**src/rtl/rrp_pkg.sv**
```systemverilog
// Shared types, constants and helpers for the request parser.
// Used by the channel interfaces and by every parser module.
package rrp_pkg;

  // Field widths
  localparam int unsigned ByteW   = 8;
  localparam int unsigned ValueW  = 30;
  localparam int unsigned CountW  = 21;
  localparam int unsigned KindW   = 3;
  localparam int unsigned CfgIdxW = 1;
  localparam int unsigned CfgW    = ValueW;

  // Events per input byte and bundle queue depth
  localparam int unsigned EvMax  = 3;
  localparam int unsigned EvCntW = $clog2(EvMax + 1);
  localparam int unsigned QDepth = 4;
  localparam int unsigned QPtrW  = $clog2(QDepth);

  // Register indexes
  localparam logic [CfgIdxW-1:0] RegMaxArgCount  = 1'd0;
  localparam logic [CfgIdxW-1:0] RegMaxArgLength = 1'd1;

  // Limits and reset values
  localparam logic [CountW-1:0] CountMask  = {CountW{1'b1}};
  localparam logic [ValueW-1:0] LenMask    = {ValueW{1'b1}};
  localparam logic [CountW-1:0] CountReset = CountW'(1024 * 1024);
  localparam logic [ValueW-1:0] LenReset   = ValueW'(512 * 1024 * 1024);

  // Protocol characters
  localparam logic [ByteW-1:0] ChStar   = 8'h2A;
  localparam logic [ByteW-1:0] ChDollar = 8'h24;
  localparam logic [ByteW-1:0] ChCr     = 8'h0D;
  localparam logic [ByteW-1:0] ChLf     = 8'h0A;
  localparam logic [ByteW-1:0] ChSpace  = 8'h20;
  localparam logic [ByteW-1:0] ChMinus  = 8'h2D;
  localparam logic [ByteW-1:0] ChZero   = 8'h30;
  localparam logic [ByteW-1:0] ChNine   = 8'h39;

  typedef enum logic [KindW-1:0] {
    KIND_ARG_START = 3'd0,
    KIND_ARG_BYTE  = 3'd1,
    KIND_ARG_END   = 3'd2,
    KIND_CMD_END   = 3'd3,
    KIND_ERROR     = 3'd4
  } kind_e;

  typedef enum logic [8:0] {
    PH_IDLE    = 9'b000000001,
    PH_COUNT   = 9'b000000010,
    PH_DOLLAR  = 9'b000000100,
    PH_LEN     = 9'b000001000,
    PH_DATA    = 9'b000010000,
    PH_DATA_CR = 9'b000100000,
    PH_DATA_LF = 9'b001000000,
    PH_INLINE  = 9'b010000000,
    PH_ERROR   = 9'b100000000
  } phase_e;

  typedef struct packed {
    kind_e             kind;
    logic [ByteW-1:0]  data_byte;
    logic [ValueW-1:0] value;
  } event_t;

  // All words caused by one input byte
  typedef struct packed {
    logic [EvCntW-1:0]     cnt;
    event_t [EvMax-1:0]    ev;
  } bundle_t;

  typedef struct packed {
    logic full;
    logic empty;
  } q_status_t;

  function automatic event_t mk_ev(kind_e k, logic [ByteW-1:0] b, logic [ValueW-1:0] v);
    event_t e;
    e.kind      = k;
    e.data_byte = b;
    e.value     = v;
    return e;
  endfunction

endpackage

```
**src/rtl/rrp_in_if.sv**
```systemverilog
// Input channel: one request byte or a clear command per word.
// Depends on rrp_pkg for field widths.
interface rrp_in_if;
  logic                       valid;
  logic                       ready;
  logic                       op;
  logic [rrp_pkg::ByteW-1:0]  byte_in;

  modport source (output valid, output op, output byte_in, input ready);
  modport sink   (input valid, input op, input byte_in, output ready);
endinterface

```
**src/rtl/rrp_out_if.sv**
```systemverilog
// Output channel: one parser event per word.
// Depends on rrp_pkg for field widths.
interface rrp_out_if;
  logic                        valid;
  logic                        ready;
  logic [rrp_pkg::KindW-1:0]   kind;
  logic [rrp_pkg::ByteW-1:0]   data_byte;
  logic [rrp_pkg::ValueW-1:0]  value;
  logic                        last;

  modport source (output valid, output kind, output data_byte, output value, output last,
                  input ready);
  modport sink   (input valid, input kind, input data_byte, input value, input last,
                  output ready);
endinterface

```
**src/rtl/resp_request_parser.sv**
```systemverilog
// Request parser top level: RESP multibulk and inline commands, one byte per word
// in, one event word out. Depends on rrp_pkg, rrp_in_if, rrp_out_if and submodules.
//
// A byte is accepted in any cycle in which the four-entry bundle queue has room,
// and its events (zero to three words) are queued for the output serializer.
// Output words leave one per cycle while the receiver is ready, so the sustained rate
// is one byte per cycle while bytes cause at most one word each (data bytes, number
// digits) and the output does not stall; beyond that the output serializer sets it.
// A clear word (op = 1) produces no output. Limits are to be written by the user
// through the cfg port while the parser is idle (not enforced); no clearing pass.
module resp_request_parser (
  input  logic                        clk_i,
  input  logic                        rst_ni,
  input  logic                        cfg_we_i,
  input  logic [rrp_pkg::CfgIdxW-1:0] cfg_idx_i,
  input  logic [rrp_pkg::CfgW-1:0]    cfg_data_i,
  rrp_in_if.sink                      in_i,
  rrp_out_if.source                   out_o
);
  import rrp_pkg::*;

  logic      push, pop;
  bundle_t   push_data, head;
  q_status_t q_status;

  rrp_front u_front (
    .clk_i      (clk_i),
    .rst_ni     (rst_ni),
    .cfg_we_i   (cfg_we_i),
    .cfg_idx_i  (cfg_idx_i),
    .cfg_data_i (cfg_data_i),
    .in_i       (in_i),
    .q_status_i (q_status),
    .push_o     (push),
    .bundle_o   (push_data)
  );

  rrp_queue u_queue (
    .clk_i       (clk_i),
    .rst_ni      (rst_ni),
    .push_i      (push),
    .push_data_i (push_data),
    .pop_i       (pop),
    .head_o      (head),
    .status_o    (q_status)
  );

  rrp_back u_back (
    .clk_i      (clk_i),
    .rst_ni     (rst_ni),
    .head_i     (head),
    .q_status_i (q_status),
    .pop_o      (pop),
    .out_o      (out_o)
  );

endmodule

```
**src/rtl/rrp_front.sv**
```systemverilog
// Front end: accepts request bytes, runs the protocol state machine and
// builds one event bundle per byte. Depends on rrp_pkg and rrp_in_if.
module rrp_front (
  input  logic                        clk_i,
  input  logic                        rst_ni,
  input  logic                        cfg_we_i,
  input  logic [rrp_pkg::CfgIdxW-1:0] cfg_idx_i,
  input  logic [rrp_pkg::CfgW-1:0]    cfg_data_i,
  rrp_in_if.sink                      in_i,
  input  rrp_pkg::q_status_t          q_status_i,
  output logic                        push_o,
  output rrp_pkg::bundle_t            bundle_o
);
  import rrp_pkg::*;

  logic [CountW-1:0] max_count_q;
  logic [ValueW-1:0] max_len_q;

  phase_e            phase_q, phase_d;
  logic [ValueW-1:0] acc_q, acc_d;
  logic              neg_q, neg_d;
  logic              dig_q, dig_d;
  logic              ovf_q, ovf_d;
  logic              cr_q, cr_d;
  logic [CountW-1:0] rem_q, rem_d;
  logic [CountW-1:0] seen_q, seen_d;
  logic [ValueW-1:0] bytes_q, bytes_d;
  logic              tok_q, tok_d;

  logic              accept;
  logic [ByteW-1:0]  c;
  logic              do_inline;
  logic [EvCntW-1:0] n;
  event_t [EvMax-1:0] ev;

  // number line decode
  logic              num_ok, num_err;
  logic [ValueW-1:0] num_acc;
  logic              num_neg, num_dig, num_ovf, num_cr;
  logic [ValueW-1:0] limit;
  logic [ValueW+3:0] prod;
  logic              is_digit;
  logic [ValueW-1:0] bytes_dec;
  logic [CountW-1:0] rem_dec;
  logic [CountW-1:0] seen_inc;

  assign accept   = in_i.valid && in_i.ready;
  assign in_i.ready = !q_status_i.full;
  assign c        = in_i.byte_in;
  assign is_digit = (c >= ChZero) && (c <= ChNine);
  assign limit    = (phase_q == PH_COUNT) ? ValueW'(max_count_q) : max_len_q;
  assign prod     = ({4'b0, acc_q} << 3) + ({4'b0, acc_q} << 1)
                    + (ValueW+4)'(c - ChZero);

  // configuration registers
  always_ff @(posedge clk_i or negedge rst_ni) begin
    if (!rst_ni) begin
      max_count_q <= CountReset;
      max_len_q   <= LenReset;
    end else if (cfg_we_i) begin
      unique case (cfg_idx_i)
        RegMaxArgCount:  max_count_q <= cfg_data_i[CountW-1:0];
        RegMaxArgLength: max_len_q   <= cfg_data_i[ValueW-1:0];
        default: ;
      endcase
    end
  end

  // strict decimal line: digits, optional leading minus, closing CR LF
  always_comb begin
    num_ok  = 1'b0;
    num_err = 1'b0;
    num_acc = acc_q;
    num_neg = neg_q;
    num_dig = dig_q;
    num_ovf = ovf_q;
    num_cr  = cr_q;
    if (cr_q) begin
      num_cr = 1'b0;
      if (c != ChLf || !dig_q || ovf_q || (neg_q && acc_q != '0) || acc_q > limit) begin
        num_err = 1'b1;
      end else begin
        num_ok = 1'b1;
      end
    end else if (c == ChCr) begin
      num_cr = 1'b1;
    end else if (c == ChMinus && !dig_q && !neg_q) begin
      num_neg = 1'b1;
    end else if (is_digit) begin
      num_dig = 1'b1;
      if (prod > {4'b0, LenMask}) begin
        num_acc = LenMask;
        num_ovf = 1'b1;
      end else begin
        num_acc = prod[ValueW-1:0];
      end
    end else begin
      num_err = 1'b1;
    end
  end

  assign bytes_dec = (bytes_q != '0) ? bytes_q - 1'b1 : bytes_q;
  assign rem_dec   = (rem_q != '0) ? rem_q - 1'b1 : rem_q;
  assign seen_inc  = (seen_q != CountMask) ? seen_q + 1'b1 : seen_q;

  // protocol state machine and event assembly
  always_comb begin
    phase_d   = phase_q;
    acc_d     = acc_q;
    neg_d     = neg_q;
    dig_d     = dig_q;
    ovf_d     = ovf_q;
    cr_d      = cr_q;
    rem_d     = rem_q;
    seen_d    = seen_q;
    bytes_d   = bytes_q;
    tok_d     = tok_q;
    n         = '0;
    ev        = '0;
    do_inline = 1'b0;

    if (in_i.op) begin
      phase_d = PH_IDLE;
      acc_d = '0; neg_d = 1'b0; dig_d = 1'b0; ovf_d = 1'b0; cr_d = 1'b0;
      rem_d = '0; seen_d = '0; bytes_d = '0; tok_d = 1'b0;
    end else begin
      unique case (phase_q)
        PH_IDLE: begin
          acc_d = '0; neg_d = 1'b0; dig_d = 1'b0; ovf_d = 1'b0; cr_d = 1'b0;
          rem_d = '0; seen_d = '0; bytes_d = '0; tok_d = 1'b0;
          if (c == ChStar) begin
            phase_d = PH_COUNT;
          end else begin
            phase_d   = PH_INLINE;
            do_inline = 1'b1;
          end
        end
        PH_COUNT: begin
          if (num_err) begin
            phase_d = PH_ERROR;
            ev[n] = mk_ev(KIND_ERROR, '0, '0); n = n + 1'b1;
          end else if (num_ok) begin
            acc_d = '0; neg_d = 1'b0; dig_d = 1'b0; ovf_d = 1'b0; cr_d = 1'b0;
            if (acc_q == '0) begin
              ev[n] = mk_ev(KIND_CMD_END, '0, '0); n = n + 1'b1;
              phase_d = PH_IDLE;
              rem_d = '0; seen_d = '0; bytes_d = '0; tok_d = 1'b0;
            end else begin
              rem_d   = acc_q[CountW-1:0];
              seen_d  = '0;
              phase_d = PH_DOLLAR;
            end
          end else begin
            acc_d = num_acc; neg_d = num_neg; dig_d = num_dig;
            ovf_d = num_ovf; cr_d = num_cr;
          end
        end
        PH_DOLLAR: begin
          if (c == ChDollar) begin
            acc_d = '0; neg_d = 1'b0; dig_d = 1'b0; ovf_d = 1'b0; cr_d = 1'b0;
            phase_d = PH_LEN;
          end else begin
            phase_d = PH_ERROR;
            ev[n] = mk_ev(KIND_ERROR, '0, '0); n = n + 1'b1;
          end
        end
        PH_LEN: begin
          if (num_err) begin
            phase_d = PH_ERROR;
            ev[n] = mk_ev(KIND_ERROR, '0, '0); n = n + 1'b1;
          end else if (num_ok) begin
            acc_d = '0; neg_d = 1'b0; dig_d = 1'b0; ovf_d = 1'b0; cr_d = 1'b0;
            ev[n] = mk_ev(KIND_ARG_START, '0, acc_q); n = n + 1'b1;
            bytes_d = acc_q;
            phase_d = (acc_q == '0) ? PH_DATA_CR : PH_DATA;
          end else begin
            acc_d = num_acc; neg_d = num_neg; dig_d = num_dig;
            ovf_d = num_ovf; cr_d = num_cr;
          end
        end
        PH_DATA: begin
          ev[n] = mk_ev(KIND_ARG_BYTE, c, '0); n = n + 1'b1;
          bytes_d = bytes_dec;
          if (bytes_dec == '0) phase_d = PH_DATA_CR;
        end
        PH_DATA_CR: begin
          if (c == ChCr) begin
            phase_d = PH_DATA_LF;
          end else begin
            phase_d = PH_ERROR;
            ev[n] = mk_ev(KIND_ERROR, '0, '0); n = n + 1'b1;
          end
        end
        PH_DATA_LF: begin
          if (c != ChLf) begin
            phase_d = PH_ERROR;
            ev[n] = mk_ev(KIND_ERROR, '0, '0); n = n + 1'b1;
          end else begin
            ev[n] = mk_ev(KIND_ARG_END, '0, '0); n = n + 1'b1;
            seen_d = seen_inc;
            rem_d  = rem_dec;
            if (rem_dec == '0) begin
              ev[n] = mk_ev(KIND_CMD_END, '0, ValueW'(seen_inc)); n = n + 1'b1;
              phase_d = PH_IDLE;
              acc_d = '0; neg_d = 1'b0; dig_d = 1'b0; ovf_d = 1'b0; cr_d = 1'b0;
              rem_d = '0; seen_d = '0; bytes_d = '0; tok_d = 1'b0;
            end else begin
              phase_d = PH_DOLLAR;
            end
          end
        end
        PH_INLINE: do_inline = 1'b1;
        PH_ERROR:  ;
        default:   phase_d = PH_ERROR;
      endcase
    end

    // inline line: space separated tokens, CR right before LF dropped
    if (do_inline) begin
      if (cr_d) begin
        cr_d = 1'b0;
        if (c != ChLf) begin
          if (!tok_d) begin
            tok_d  = 1'b1;
            seen_d = (seen_d != CountMask) ? seen_d + 1'b1 : seen_d;
            ev[n] = mk_ev(KIND_ARG_START, '0, '0); n = n + 1'b1;
          end
          ev[n] = mk_ev(KIND_ARG_BYTE, ChCr, '0); n = n + 1'b1;
        end
      end
      if (c == ChLf) begin
        if (tok_d) begin
          ev[n] = mk_ev(KIND_ARG_END, '0, '0); n = n + 1'b1;
        end
        ev[n] = mk_ev(KIND_CMD_END, '0, ValueW'(seen_d)); n = n + 1'b1;
        phase_d = PH_IDLE;
        acc_d = '0; neg_d = 1'b0; dig_d = 1'b0; ovf_d = 1'b0; cr_d = 1'b0;
        rem_d = '0; seen_d = '0; bytes_d = '0; tok_d = 1'b0;
      end else if (c == ChCr) begin
        cr_d = 1'b1;
      end else if (c == ChSpace) begin
        if (tok_d) begin
          tok_d = 1'b0;
          ev[n] = mk_ev(KIND_ARG_END, '0, '0); n = n + 1'b1;
        end
      end else begin
        if (!tok_d) begin
          tok_d  = 1'b1;
          seen_d = (seen_d != CountMask) ? seen_d + 1'b1 : seen_d;
          ev[n] = mk_ev(KIND_ARG_START, '0, '0); n = n + 1'b1;
        end
        ev[n] = mk_ev(KIND_ARG_BYTE, c, '0); n = n + 1'b1;
      end
    end
  end

  // state registers
  always_ff @(posedge clk_i or negedge rst_ni) begin
    if (!rst_ni) begin
      phase_q <= PH_IDLE;
      acc_q   <= '0;
      neg_q   <= 1'b0;
      dig_q   <= 1'b0;
      ovf_q   <= 1'b0;
      cr_q    <= 1'b0;
      rem_q   <= '0;
      seen_q  <= '0;
      bytes_q <= '0;
      tok_q   <= 1'b0;
    end else if (accept) begin
      phase_q <= phase_d;
      acc_q   <= acc_d;
      neg_q   <= neg_d;
      dig_q   <= dig_d;
      ovf_q   <= ovf_d;
      cr_q    <= cr_d;
      rem_q   <= rem_d;
      seen_q  <= seen_d;
      bytes_q <= bytes_d;
      tok_q   <= tok_d;
    end
  end

  assign push_o       = accept && !in_i.op && (n != '0);
  assign bundle_o.cnt = n;
  assign bundle_o.ev  = ev;

  // an error state swallows every request byte
  a_error_silent: assert property (@(posedge clk_i) disable iff (!rst_ni)
    (phase_q == PH_ERROR && accept && !in_i.op) |-> !push_o)
    else $error("word produced while in error state");

  // a clear always returns the parser to idle
  a_clear_idle: assert property (@(posedge clk_i) disable iff (!rst_ni)
    (accept && in_i.op) |=> (phase_q == PH_IDLE))
    else $error("clear did not return parser to idle");

endmodule

```
**src/rtl/rrp_queue.sv**
```systemverilog
// Short bundle queue between parser front end and output serializer.
// Depends on rrp_pkg for the bundle type and depth.
module rrp_queue (
  input  logic               clk_i,
  input  logic               rst_ni,
  input  logic               push_i,
  input  rrp_pkg::bundle_t   push_data_i,
  input  logic               pop_i,
  output rrp_pkg::bundle_t   head_o,
  output rrp_pkg::q_status_t status_o
);
  import rrp_pkg::*;

  bundle_t            mem_q [QDepth];
  logic [QPtrW-1:0]   wr_ptr_q, rd_ptr_q;
  logic [QPtrW:0]     cnt_q, cnt_d;

  assign status_o.full  = (cnt_q == QDepth[QPtrW:0]);
  assign status_o.empty = (cnt_q == '0);
  assign head_o         = mem_q[rd_ptr_q];

  // storage
  always_ff @(posedge clk_i) begin
    if (push_i) mem_q[wr_ptr_q] <= push_data_i;
  end

  // pointers and fill count
  always_comb begin
    cnt_d = cnt_q;
    if (push_i && !pop_i) cnt_d = cnt_q + 1'b1;
    else if (pop_i && !push_i) cnt_d = cnt_q - 1'b1;
  end

  always_ff @(posedge clk_i or negedge rst_ni) begin
    if (!rst_ni) begin
      wr_ptr_q <= '0;
      rd_ptr_q <= '0;
      cnt_q    <= '0;
    end else begin
      if (push_i) wr_ptr_q <= wr_ptr_q + 1'b1;
      if (pop_i)  rd_ptr_q <= rd_ptr_q + 1'b1;
      cnt_q <= cnt_d;
    end
  end

  a_no_overrun: assert property (@(posedge clk_i) disable iff (!rst_ni)
    (push_i && status_o.full) |-> 1'b0)
    else $error("bundle pushed into full queue");

endmodule

```
**src/rtl/rrp_back.sv**
```systemverilog
// Back end: walks the head bundle and presents one event word per cycle while the receiver is ready.
// Depends on rrp_pkg and rrp_out_if.
module rrp_back (
  input  logic               clk_i,
  input  logic               rst_ni,
  input  rrp_pkg::bundle_t   head_i,
  input  rrp_pkg::q_status_t q_status_i,
  output logic               pop_o,
  rrp_out_if.source          out_o
);
  import rrp_pkg::*;

  logic [EvCntW-1:0] idx_q, idx_d;
  event_t            cur;
  logic              last;
  logic              take;

  assign cur  = head_i.ev[idx_q[EvCntW-1:0]];
  assign last = (idx_q == head_i.cnt - 1'b1);
  assign take = out_o.valid && out_o.ready;

  assign out_o.valid     = !q_status_i.empty;
  assign out_o.kind      = cur.kind;
  assign out_o.data_byte = cur.data_byte;
  assign out_o.value     = cur.value;
  assign out_o.last      = last;
  assign pop_o           = take && last;

  // position inside the head bundle
  always_comb begin
    idx_d = idx_q;
    if (take) idx_d = last ? '0 : idx_q + 1'b1;
  end

  always_ff @(posedge clk_i or negedge rst_ni) begin
    if (!rst_ni) idx_q <= '0;
    else         idx_q <= idx_d;
  end

  a_idx_in_bundle: assert property (@(posedge clk_i) disable iff (!rst_ni)
    out_o.valid |-> (idx_q < head_i.cnt))
    else $error("event index beyond bundle count");

  a_idx_hold: assert property (@(posedge clk_i) disable iff (!rst_ni)
    (out_o.valid && !out_o.ready) |=> $stable(idx_q))
    else $error("event index moved while stalled");

endmodule

```
**src/flat_wrapper.sv**
```systemverilog
// flat-port wrapper written by rule: the top's interface ports become plain ports
module resp_request_parser_flat import rrp_pkg::*;
  (clk_i, rst_ni, cfg_we_i, cfg_idx_i, cfg_data_i, in_i_valid, in_i_op, in_i_byte_in, in_i_ready, out_o_valid, out_o_kind, out_o_data_byte, out_o_value, out_o_last, out_o_ready);
  rrp_in_if in_i_i ();
  rrp_out_if out_o_i ();
  input  logic clk_i;
  input  logic rst_ni;
  input  logic cfg_we_i;
  input  logic [rrp_pkg::CfgIdxW-1:0] cfg_idx_i;
  input  logic [rrp_pkg::CfgW-1:0] cfg_data_i;
  input wire logic [$bits(in_i_i.valid)-1:0] in_i_valid;
  input wire logic [$bits(in_i_i.op)-1:0] in_i_op;
  input wire logic [$bits(in_i_i.byte_in)-1:0] in_i_byte_in;
  output wire logic [$bits(in_i_i.ready)-1:0] in_i_ready;
  output wire logic [$bits(out_o_i.valid)-1:0] out_o_valid;
  output wire logic [$bits(out_o_i.kind)-1:0] out_o_kind;
  output wire logic [$bits(out_o_i.data_byte)-1:0] out_o_data_byte;
  output wire logic [$bits(out_o_i.value)-1:0] out_o_value;
  output wire logic [$bits(out_o_i.last)-1:0] out_o_last;
  input wire logic [$bits(out_o_i.ready)-1:0] out_o_ready;
  assign in_i_i.valid = in_i_valid;
  assign in_i_i.op = in_i_op;
  assign in_i_i.byte_in = in_i_byte_in;
  assign in_i_ready = in_i_i.ready;
  assign out_o_valid = out_o_i.valid;
  assign out_o_kind = out_o_i.kind;
  assign out_o_data_byte = out_o_i.data_byte;
  assign out_o_value = out_o_i.value;
  assign out_o_last = out_o_i.last;
  assign out_o_i.ready = out_o_ready;
  resp_request_parser u_core (.clk_i(clk_i), .rst_ni(rst_ni), .cfg_we_i(cfg_we_i), .cfg_idx_i(cfg_idx_i), .cfg_data_i(cfg_data_i), .in_i(in_i_i), .out_o(out_o_i));
endmodule
```
**config.mk**
```make
export PLATFORM = sky130hd
export DESIGN_NAME = resp_request_parser_flat
export DESIGN_NICKNAME = d
export VERILOG_FILES = /design/src/rtl/rrp_pkg.sv /design/src/rtl/rrp_in_if.sv /design/src/rtl/rrp_out_if.sv /design/src/rtl/resp_request_parser.sv /design/src/rtl/rrp_front.sv /design/src/rtl/rrp_queue.sv /design/src/rtl/rrp_back.sv /design/src/flat_wrapper.sv
export SDC_FILE = /design/constraint.sdc
export NUM_CORES = 1
export LEC_CHECK = 0
export BUFFER_PORTS_ARGS = -buffer_cell sky130_fd_sc_hd__buf_2
export CAP_MARGIN = 15
export CORE_MARGIN = 4
export CORE_UTILIZATION = 39
export CTS_CLUSTER_SIZE = 20
export DETAILED_ROUTE_END_ITERATION = 8
export PLACE_DENSITY = 0.51
export SLEW_MARGIN = 30
export SYNTH_ARGS = -nofsm -noshare
export SYNTH_HDL_FRONTEND = slang
export SYNTH_HIERARCHICAL = 1
export SYNTH_SLANG_ARGS = --single-unit
```
**constraint.sdc**
```tcl
create_clock -name clk_i -period 22.1 [get_ports clk_i]
set_input_delay 4.42 -clock clk_i [delete_from_list [all_inputs] [get_ports clk_i]]
set_output_delay 4.42 -clock clk_i [all_outputs]
set_load 0.005 [all_outputs]
```
# Word level (Yosys, flattened, before mapping)
# Memories as Yosys holds them, arrays and structs flattened.
# Cells that the tools add are included.
# Widths: inputs -> output; s select.
# classes
shift	0
n_eq_ne	21
muxes	226
reduce_logical	40
div_mod_pow	0
bitwise_logic	11
n_addsub	19
n_lt_le_gt_ge	15
n_mul	0
# ops
cell	count
$mux 123	19
$mux 30	26
$mux 21	26
$mux 41	12
$demux 41 s2	5
$bwmux 123	2
$not 123->123	2
$pmux 41 s6	1
$mux 40	4
$pmux 30 s5	1
$pmux 21 s3	2
$and 123x123->123	1
$and 82x123->123	1
$and 120x120->120	1
$not 120->120	1
$pmux 30 s4	1
$and 111x111->111	1
$not 111->111	1
$mux 9	11
$bmux 41 s2	1
$mux 82	1
$mux 1	77
$pmux 9 s8	1
$add 21x1->21 const B	3
52 further kinds	131
# totals
out_inout_bits	44
word_cells	349
mem_count	1
input_bits	45
mem_bits_ro	0
latch_bits	0
ff_bits	176
ramBits	500
# mem_list
name	depth	word_bits	rd	rd_ports_with_merged_regs	write_ports	line	source
u_core.u_queue.mem_q	4	125	1	0	1	rrp_queue.sv:14	bundle_t mem_q [QDepth];

# Depth between registers and ports, before layout
# Gate-level depths: netlist of the first run.
# logic_depth
depth_word	37
ltp_mapped	36
ltp_nobuf	34

# By module
# The synthesis of the first run kept the hierarchy.
# by_module_without_submodules
mod	area_each_um2	seq_area_each_um2	cells_each	instances
rrp_queue	18385.1	15189.6	687	1
rrp_front	16806.1	4182.8	2191	1
rrp_back	999.7	50.0	154	1

# Least setup slack after synthesis of the first run
# OpenSTA, ideal clock, no wires.
# synth_path
path_kind	input to register
startpoint	input in_i_byte_in[2]
endpoint	memory u_core/u_queue/mem_q[1][0] (netlist bit), enable pin
required_ns	21.601
slack_ns	9.717
path_buffers	0
setup_time_ns	0.499
path_stages	23
arrival_ns	11.883
path_cell_list	and4bb_2 nand3_1 nor3_1 nand4_1 o21ai_1 nor2_1 a211o_1 nor2_1 a31oi_1 a21oi_1 inv_1 ha_1 nand2_1 and2_1 ha_1 o21ai_0 inv_1 ha_1 nand2_1 nand2_1 o21ai_0 o21a_1 and2_1
# synth_rtl
element	line	source
from (decl)	flat_wrapper.sv:13	input wire logic [$bits(in_i_i.byte_in)-1:0] in_i_byte_in;
to (decl)	rrp_queue.sv:14	

==> results.sh, run 1 <==
export IMPL_period_needed_ns=12.46
export IMPL_synthDistinctLibCells=96
export IMPL_max_stage_delay_ns=0.74
export IMPL_ys_warn_count=6
export IMPL_fmax_mhz=80.2
export IMPL_cts_hold_buf=0
export IMPL_fin_util=0.442
export IMPL_slew_headroom=0.360
export IMPL_synth_top_family_by_area="compound AO/OA/AOI/OAI gates"
export IMPL_routed_wl_um=110000
export IMPL_fillers=8509
export IMPL_cpMaxStageDelayCell="buf_4"
export IMPL_die_width_um=313
export IMPL_finalPower_w=0.00397
export IMPL_synth_edf_count=500
export IMPL_die_y_um=313
export IMPL_synth_top_cell_by_area="edfxtp_1"
export IMPL_finalCritPeriodShare=0.564
export IMPL_dpl_cell_area_um2=38000
export IMPL_setup_viol=0
export IMPL_drt_pass1_iter_count=6
export IMPL_fin_ws_ns=9.64
export IMPL_synth_simple_area_share=0.120
export IMPL_async_flop_share=0.260
export IMPL_p_int_w=0.00263
export IMPL_htreeDepth=3
export IMPL_synth_ff_type="edfxtp_1"
export IMPL_grt_pass1_vias=26000
export IMPL_dp_hpwl_um=74800
export IMPL_drc_errors=0
export IMPL_final_nets=3280
export IMPL_avgSynthCellArea_um2=11.9
export IMPL_ant_nets=0
export IMPL_muxShareOfSynthArea=0.114
export IMPL_cp_buffers_inverters=7
export IMPL_yosys_area_share_xor_xnor=0.0247
export IMPL_tightestPinTransition_ns=0.958
export IMPL_p_comb_frac=0.306
export IMPL_final_cell_area_um2=40600
export IMPL_cts_buffer_depth=3
export IMPL_drive_gt1_frac=0.163
export IMPL_port_buffer_count=88
export IMPL_ys_seq_elements=676
export IMPL_ir_drop_mv=0.0630
export IMPL_clk_pin_slew_ns=0.05
export IMPL_cts_tree="done"
export IMPL_crit_path_start_kind="input port"
export IMPL_cts_inserted_buffers=80
export IMPL_syn_to_final_growth_pct=12.1
export IMPL_vias=25900
export IMPL_swShare=0.337
export IMPL_yosysSeqAreaShare=0.537
export IMPL_synth_compound_gate_area_share=0.123
export IMPL_setup_tns_ns=0
export IMPL_seqPwrFrac=0.378
export IMPL_initial_utilization=0.394
export IMPL_syn_area_um2=36200
export IMPL_netlist_instances=3032
export IMPL_synth_adder_area_share=0.0487
export IMPL_clock_latency_ns=0.67
export IMPL_p_leak_nw=14.9
export IMPL_synth_most_common_cell="edfxtp_1"
export IMPL_netlist_top_cells_count="500 x edfxtp_1, 296 x nand2_1, 222 x nor2_1"
export IMPL_cts_resized=0
export IMPL_grt_max_degree=72
export IMPL_worstPathArrival_ns=12.72
export IMPL_rsz0062_at_grt="false"
export IMPL_grt_pass1_wl_um=167000
export IMPL_place_ws_ns=8.96
export IMPL_wl_per_cell_um=24.9
export IMPL_die_area_um2=97700
export IMPL_crit_type="in2reg"
export IMPL_rows=111
export IMPL_pin_count=89
export IMPL_synth_top_cell_area_share=0.415
export IMPL_critPathTopFamily="simple AND/OR/NAND/NOR gates"
export IMPL_maxCapViolCount=0
export IMPL_skew_ns=0.0459
export IMPL_required_ns=22.35
export IMPL_postCtsSetupBuffers=0
export IMPL_antenna_found_initial=2
export IMPL_cts_sinks=676
export IMPL_place_congestion=0.913
export IMPL_synthTopCellsByArea="edfxtp_1 41%, dfrtp_1 12%, mux4_2 7.8%, ha_1 3.2%, nand2_1 3.1%"
export IMPL_finalMaxSlewViolations=0
export IMPL_hold_class="reg2reg"
export IMPL_drtIter0Drc=2206
export IMPL_worstSetupEndpointType="register"
export IMPL_outcome="complete, no violations"
export IMPL_p_per_area_nw_per_um2=98.0
export IMPL_path_max_fanout=51
export IMPL_root_buffer="clkbuf_16"
export IMPL_coreArea_um2=91800
export IMPL_grt_overflow=0
export IMPL_finalHoldViolCount=0
export IMPL_pwr_share_clk=0.317
export IMPL_switching_power_w=0.00134
export IMPL_via_per_inst=5.86
export IMPL_grt_usage=0.223
worst paths after layout:
kind                                                           from                                  endpoint  slack (ns)  cells after the start
max                                                 in_i_byte_in[6]     u_core/u_queue/mem_q[3][10]$_DFFE_PP_        9.64                     26
min                        u_core/u_front/max_len_q[20]$_DFFE_PN0P_  u_core/u_front/max_len_q[20]$_DFFE_PN0P_        0.50                      1
max reg2reg                   u_core/u_front/phase_q[5]$_DFFE_PN0P_     u_core/u_queue/mem_q[3][10]$_DFFE_PP_       11.06                     33
min reg2reg                u_core/u_front/max_len_q[20]$_DFFE_PN0P_  u_core/u_front/max_len_q[20]$_DFFE_PN0P_        0.50                      1
max in group asynchronous                                    rst_ni    u_core/u_queue/rd_ptr_q[0]$_DFFE_PN0P_       16.45                      3
min in group asynchronous                                    rst_ni  u_core/u_front/max_len_q[13]$_DFFE_PN0P_        3.76                      1
kinds of logic after synthesis:
group | count (synthesis)
other | 1
XOR/XNOR | 102
AND/OR/NAND/NOR | 898
buffers and inverters | 264
multiplexers | 249
AO/OA/AOI/OAI | 719
flip-flops | 676
adder cells (fa/ha/maj) | 123
per-layer routing:
metal / GRT usage / routed length [um]
met5: 0 / 0
met4: 0.0697 / 3180
met3: 0.0352 / 7380
met2: 0.349 / 50000
met1: 0.321 / 49400
worst reg2reg max path: cells and delay by family (launching register included):
kind | cells | cell delay, ns
mux | 1 | 0.23
compound gates | 7 | 2.30
fa+ha+maj | 4 | 1.25
flops | 1 | 0.50
simple gates | 14 | 3.73
buf+inv | 7 | 2.56
sequential cells by signal, summed over array words and instances, names as in the netlist, 9 cells and up:
name,cells
u_core/u_front/rem_q,21
u_core/u_front/max_count_q,21
u_core/u_front/bytes_q,30
u_core/u_queue/mem_q,500
u_core/u_front/acc_q,30
u_core/u_front/max_len_q,30
u_core/u_front/seen_q,21
u_core/u_front/phase_q,9
metrics by stage:
step	hold WS, ns	std cells
6_report	0.503	4421
5_1_grt	0.511	4419
4_1_cts	0.505	4417
3_5_place_dp	0.494	4271
3_3_place_gp	0.475	4271
2_1_floorplan	0.456	3051
cell type report:
type,count,area [um^2],area share
Antenna cell,2,5.00,0.000123
Sequential cell,676,19400,0.479
Inverter,82,308,0.00759
Tap cell,1243,1560,0.0383
Timing Repair Buffer,161,1030,0.0254
Clock inverter,42,367,0.00904
Multi-Input combinational cell,2111,15700,0.388
Clock buffer,104,2120,0.0523
power by group through the flow:
stage	clock network (W)	logic (W)	registers, W
6_report	0.00126	0.00121	0.00150
5_1_grt	0.00135	0.00132	0.00151
4_1_cts	0.00129	0.00121	0.00152
3_5_place_dp	0	0.00121	0.00154
3_3_place_gp	0	0.00120	0.00154
2_1_floorplan	0	0.000841	0.00148
cell usage in the layout, fill, tap and decap left out, drive strengths merged, types with 12 or more instances in the layout:
| cell type | instances |
|---|---|
| edfxtp | 500 |
| nand2 | 297 |
| o21ai | 265 |
| nor2 | 222 |
| a21oi | 177 |
| dfrtp | 173 |
| buf | 160 |
| mux4 | 125 |
| clkbuf | 105 |
| ha | 93 |
| inv | 90 |
| mux2i | 68 |
| nor3 | 68 |
| xnor2 | 65 |
| mux2 | 56 |
| nand3 | 50 |
| nand4 | 40 |
| nor4 | 39 |
| xor2 | 37 |
| fa | 30 |
| and2 | 30 |
| a31oi | 29 |
| o22ai | 26 |
| or3 | 24 |
| clkinv | 24 |
| nor2b | 22 |
| and3 | 21 |
| a211oi | 21 |
| conb | 20 |
| a22oi | 20 |
| a221oi | 20 |
| a21o | 18 |
| or2 | 18 |
| o21a | 17 |
| o31ai | 15 |
| nand2b | 13 |
| a21boi | 12 |
(Power assumes the default switching activity.)
==> run 2, diff against run 1 <==
--- a/config.mk
+++ b/config.mk
@@ -5,13 +5,14 @@
 export SDC_FILE = /design/constraint.sdc
 export NUM_CORES = 1
 export LEC_CHECK = 0
+export ABC_AREA = 1
 export BUFFER_PORTS_ARGS = -buffer_cell sky130_fd_sc_hd__buf_2
 export CAP_MARGIN = 15
 export CORE_MARGIN = 4
 export CORE_UTILIZATION = 39
 export CTS_CLUSTER_SIZE = 20
 export DETAILED_ROUTE_END_ITERATION = 8
-export PLACE_DENSITY = 0.51
+export PLACE_DENSITY = 0.53
 export SLEW_MARGIN = 30
 export SYNTH_ARGS = -nofsm -noshare
 export SYNTH_HDL_FRONTEND = slang
==> constraint.sdc (replaced) <==
create_clock -name clk_i -period 10.1 [get_ports clk_i]
set_input_delay 2.02 -clock clk_i [delete_from_list [all_inputs] [get_ports clk_i]]
set_output_delay 2.02 -clock clk_i [all_outputs]
set_load 0.005 [all_outputs]
==> run 2 against run 1 <==
- worst hold slack worse by 0.019 ns
- die area is 12% higher
- cell area is 9.4% higher
- via count is 27% higher
- global-route usage is 0.37 points higher
- largest power group is now combinational cells
==> results.sh, run 2 <==
export IMPL_swShare=0.440
export IMPL_rrSetupSlack_ns=1.24
export IMPL_regMostFlops="u_core/u_queue/mem_q"
export IMPL_p_comb_frac=0.438
export IMPL_syn_area_um2=40600
export IMPL_period_needed_ns=8.86
export IMPL_synth_top_cell_area_share=0.370
export IMPL_path_max_fanout=60
export IMPL_die_area_um2=109000
export IMPL_finalHoldViolCount=0
export IMPL_max_stage_delay_ns=0.69
export IMPL_cts_buffer_depth=3
export IMPL_grt_busiest_layer="met2"
export IMPL_place_congestion=0.963
export IMPL_seqPwrFrac=0.315
export IMPL_cts_tree="done"
export IMPL_root_buffer="clkbuf_16"
export IMPL_setup_viol=0
export IMPL_fmax_mhz=113
export IMPL_synthTopCellsByArea="edfxtp_1 37%, dfrtp_1 11%, nand2_1 9.6%, inv_1 5.7%, o211ai_1 5.2%"
export IMPL_ant_nets=0
export IMPL_slew_headroom=0.289
export IMPL_crit_type="reg2reg"
export IMPL_netlist_instances=4653
export IMPL_avgSynthCellArea_um2=8.72
export IMPL_yosysSeqAreaShare=0.479
export IMPL_grt_max_degree=227
export IMPL_pin_count=89
export IMPL_drtIter0Drc=3209
export IMPL_worstPathArrival_ns=9.14
export IMPL_grt_overflow=0
export IMPL_synth_ff_type="edfxtp_1"
export IMPL_vias=32900
export IMPL_p_int_w=0.00660
export IMPL_drt_pass1_iter_count=6
export IMPL_met2_usage=0.356
export IMPL_largest_reg_flops=500
export IMPL_drc_errors=0
export IMPL_syn_to_final_growth_pct=9.42
export IMPL_grt_pass1_wl_um=191000
export IMPL_cts_resized=0
export IMPL_die_width_um=330
export IMPL_routed_wl_um=125000
export IMPL_switching_power_w=0.00518
export IMPL_whs_ns=0.485
export IMPL_skew_ns=0.0297
export IMPL_layout_commonest_cell="nand2_1"
export IMPL_cts_sinks=676
export IMPL_final_cell_area_um2=44400
export IMPL_final_nets=4810
export IMPL_postCtsSetupBuffers=0
export IMPL_clock_latency_ns=0.66
export IMPL_rows=118
export IMPL_dpl_cell_area_um2=41600
export IMPL_cpMaxStageDelayCell="nor3_1"
export IMPL_netlist_top_cells_count="1,032 x nand2_1, 612 x inv_1, 500 x edfxtp_1"
export IMPL_pwr_share_clk=0.248
export IMPL_port_buffer_count=88
export IMPL_async_flop_share=0.260
export IMPL_via_per_inst=5.41
export IMPL_p_per_area_nw_per_um2=266
export IMPL_required_ns=10.39
export IMPL_p_leak_nw=18.5
export IMPL_rsz0062_at_grt="false"
export IMPL_initial_utilization=0.392
export IMPL_tightestPinTransition_ns=1.06
export IMPL_ys_warn_count=6
export IMPL_synth_edf_count=500
export IMPL_synthDistinctLibCells=68
export IMPL_ir_drop_mv=0.179
export IMPL_cp_common_cell="nand2_1"
export IMPL_worstSetupEndpointType="register"
export IMPL_setup_tns_ns=0
export IMPL_grtUsageMet1=0.325
export IMPL_coreArea_um2=103000
export IMPL_maxCapViolCount=0
export IMPL_synth_most_common_cell="nand2_1"
export IMPL_cts_inserted_buffers=80
export IMPL_antenna_found_initial=4
export IMPL_synth_top_cell_by_area="edfxtp_1"
export IMPL_grt_usage=0.227
export IMPL_wl_per_cell_um=20.6
export IMPL_ys_seq_elements=676
export IMPL_final_cell_mix="1,032 x nand2_1, 608 x inv_1, 500 x edfxtp_1"
export IMPL_finalMaxSlewViolations=0
export IMPL_drive_gt1_frac=0.0943
export IMPL_grt_pass1_vias=30700
export IMPL_cts_hold_buf=0
export IMPL_clk_pin_slew_ns=0.06
export IMPL_finalPower_w=0.0118
export IMPL_die_y_um=330
export IMPL_dp_hpwl_um=85600
export IMPL_crit_path_start_kind="register"
export IMPL_hold_class="reg2reg"
export IMPL_outcome="complete, no violations"
export IMPL_finalCritPeriodShare=0.877
export IMPL_htreeDepth=3
export IMPL_met3_usage=0.0348
run 2: cells by family after synthesis:
group / count (synthesis) / share of synthesized area
and+or+nand+nor: 1845 / 0.197
AOI/OAI and AO/OA: 1008 / 0.157
buffers and inverters: 907 / 0.102
DFF: 676 / 0.479
adders and majority gates: 123 / 0.0435
xor gates and xnor gates: 64 / 0.0140
muxes: 29 / 0.00743
other: 1 / 0.0000925
run 2: area by class of cell:
cell class	instances	area, um^2
Clock inverter	40	417
Timing Repair Buffer	139	906
Fill cell	10300	59000
Antenna cell	2	5.00
Inverter	656	2490
Clock buffer	107	2270
Sequential cell	676	19400
Tap cell	1380	1730
Multi-Input combinational cell	3089	17100
run 2: metal layers:
metal	wire (um)	up-vias
met5	24	-
met4	4040	4
met3	7320	213
met2	56300	990
met1	57600	15900
li1	-	15900
run 2: worst max-delay path, delay by kind of cell, from the launching register on:
kind                     cells  cell delay (ns)
buffers and inverters        9             2.21
AND/OR/NAND/NOR             24             3.36
AO/OA/AOI/OAI                4             0.61
multiplexers                 1             0.27
flip-flops                   1             0.41
adder cells (fa/ha/maj)      5             1.49
run 2: final timing paths:
| path | from | to | depth (start not counted) |
|---|---|---|---|
| max in group asynchronous | rst_ni | u_core/u_front/acc_q[1]$_DFFE_PN0P_ | 3 |
| worst min-delay path | u_core/u_front/max_count_q[16]$_DFFE_PN0P_ | u_core/u_front/max_count_q[16]$_DFFE_PN0P_ | 2 |
| worst min register to register | u_core/u_front/max_count_q[16]$_DFFE_PN0P_ | u_core/u_front/max_count_q[16]$_DFFE_PN0P_ | 2 |
| worst max-delay path | u_core/u_front/phase_q[6]$_DFFE_PN0P_ | u_core/u_queue/mem_q[3][64]$_DFFE_PP_ | 43 |
| min in group asynchronous | rst_ni | u_core/u_front/max_len_q[20]$_DFFE_PN0P_ | 1 |
| worst max register to register | u_core/u_front/phase_q[6]$_DFFE_PN0P_ | u_core/u_queue/mem_q[3][64]$_DFFE_PP_ | 43 |
run 2: power by group through the flow:
stage	Sequential [W]	Clock (W)	Combinational, W
floorplan	0.00360	0	0.00390
global placement	0.00382	0	0.00505
detailed placement	0.00382	0	0.00505
CTS	0.00377	0.00300	0.00507
global route	0.00375	0.00312	0.00577
finish	0.00371	0.00292	0.00516
run 2: metrics by stage:
stage / std cells / util / worst slack (ns)
finish: 6089 / 0.429 / 1.24
global route: 6087 / 0.429 / 0.402
CTS: 6085 / 0.428 / 1.20
detailed placement: 5938 / 0.402 / 0.978
global placement: 5938 / 0.402 / 1.23
floorplan: 4672 / - / 0.885
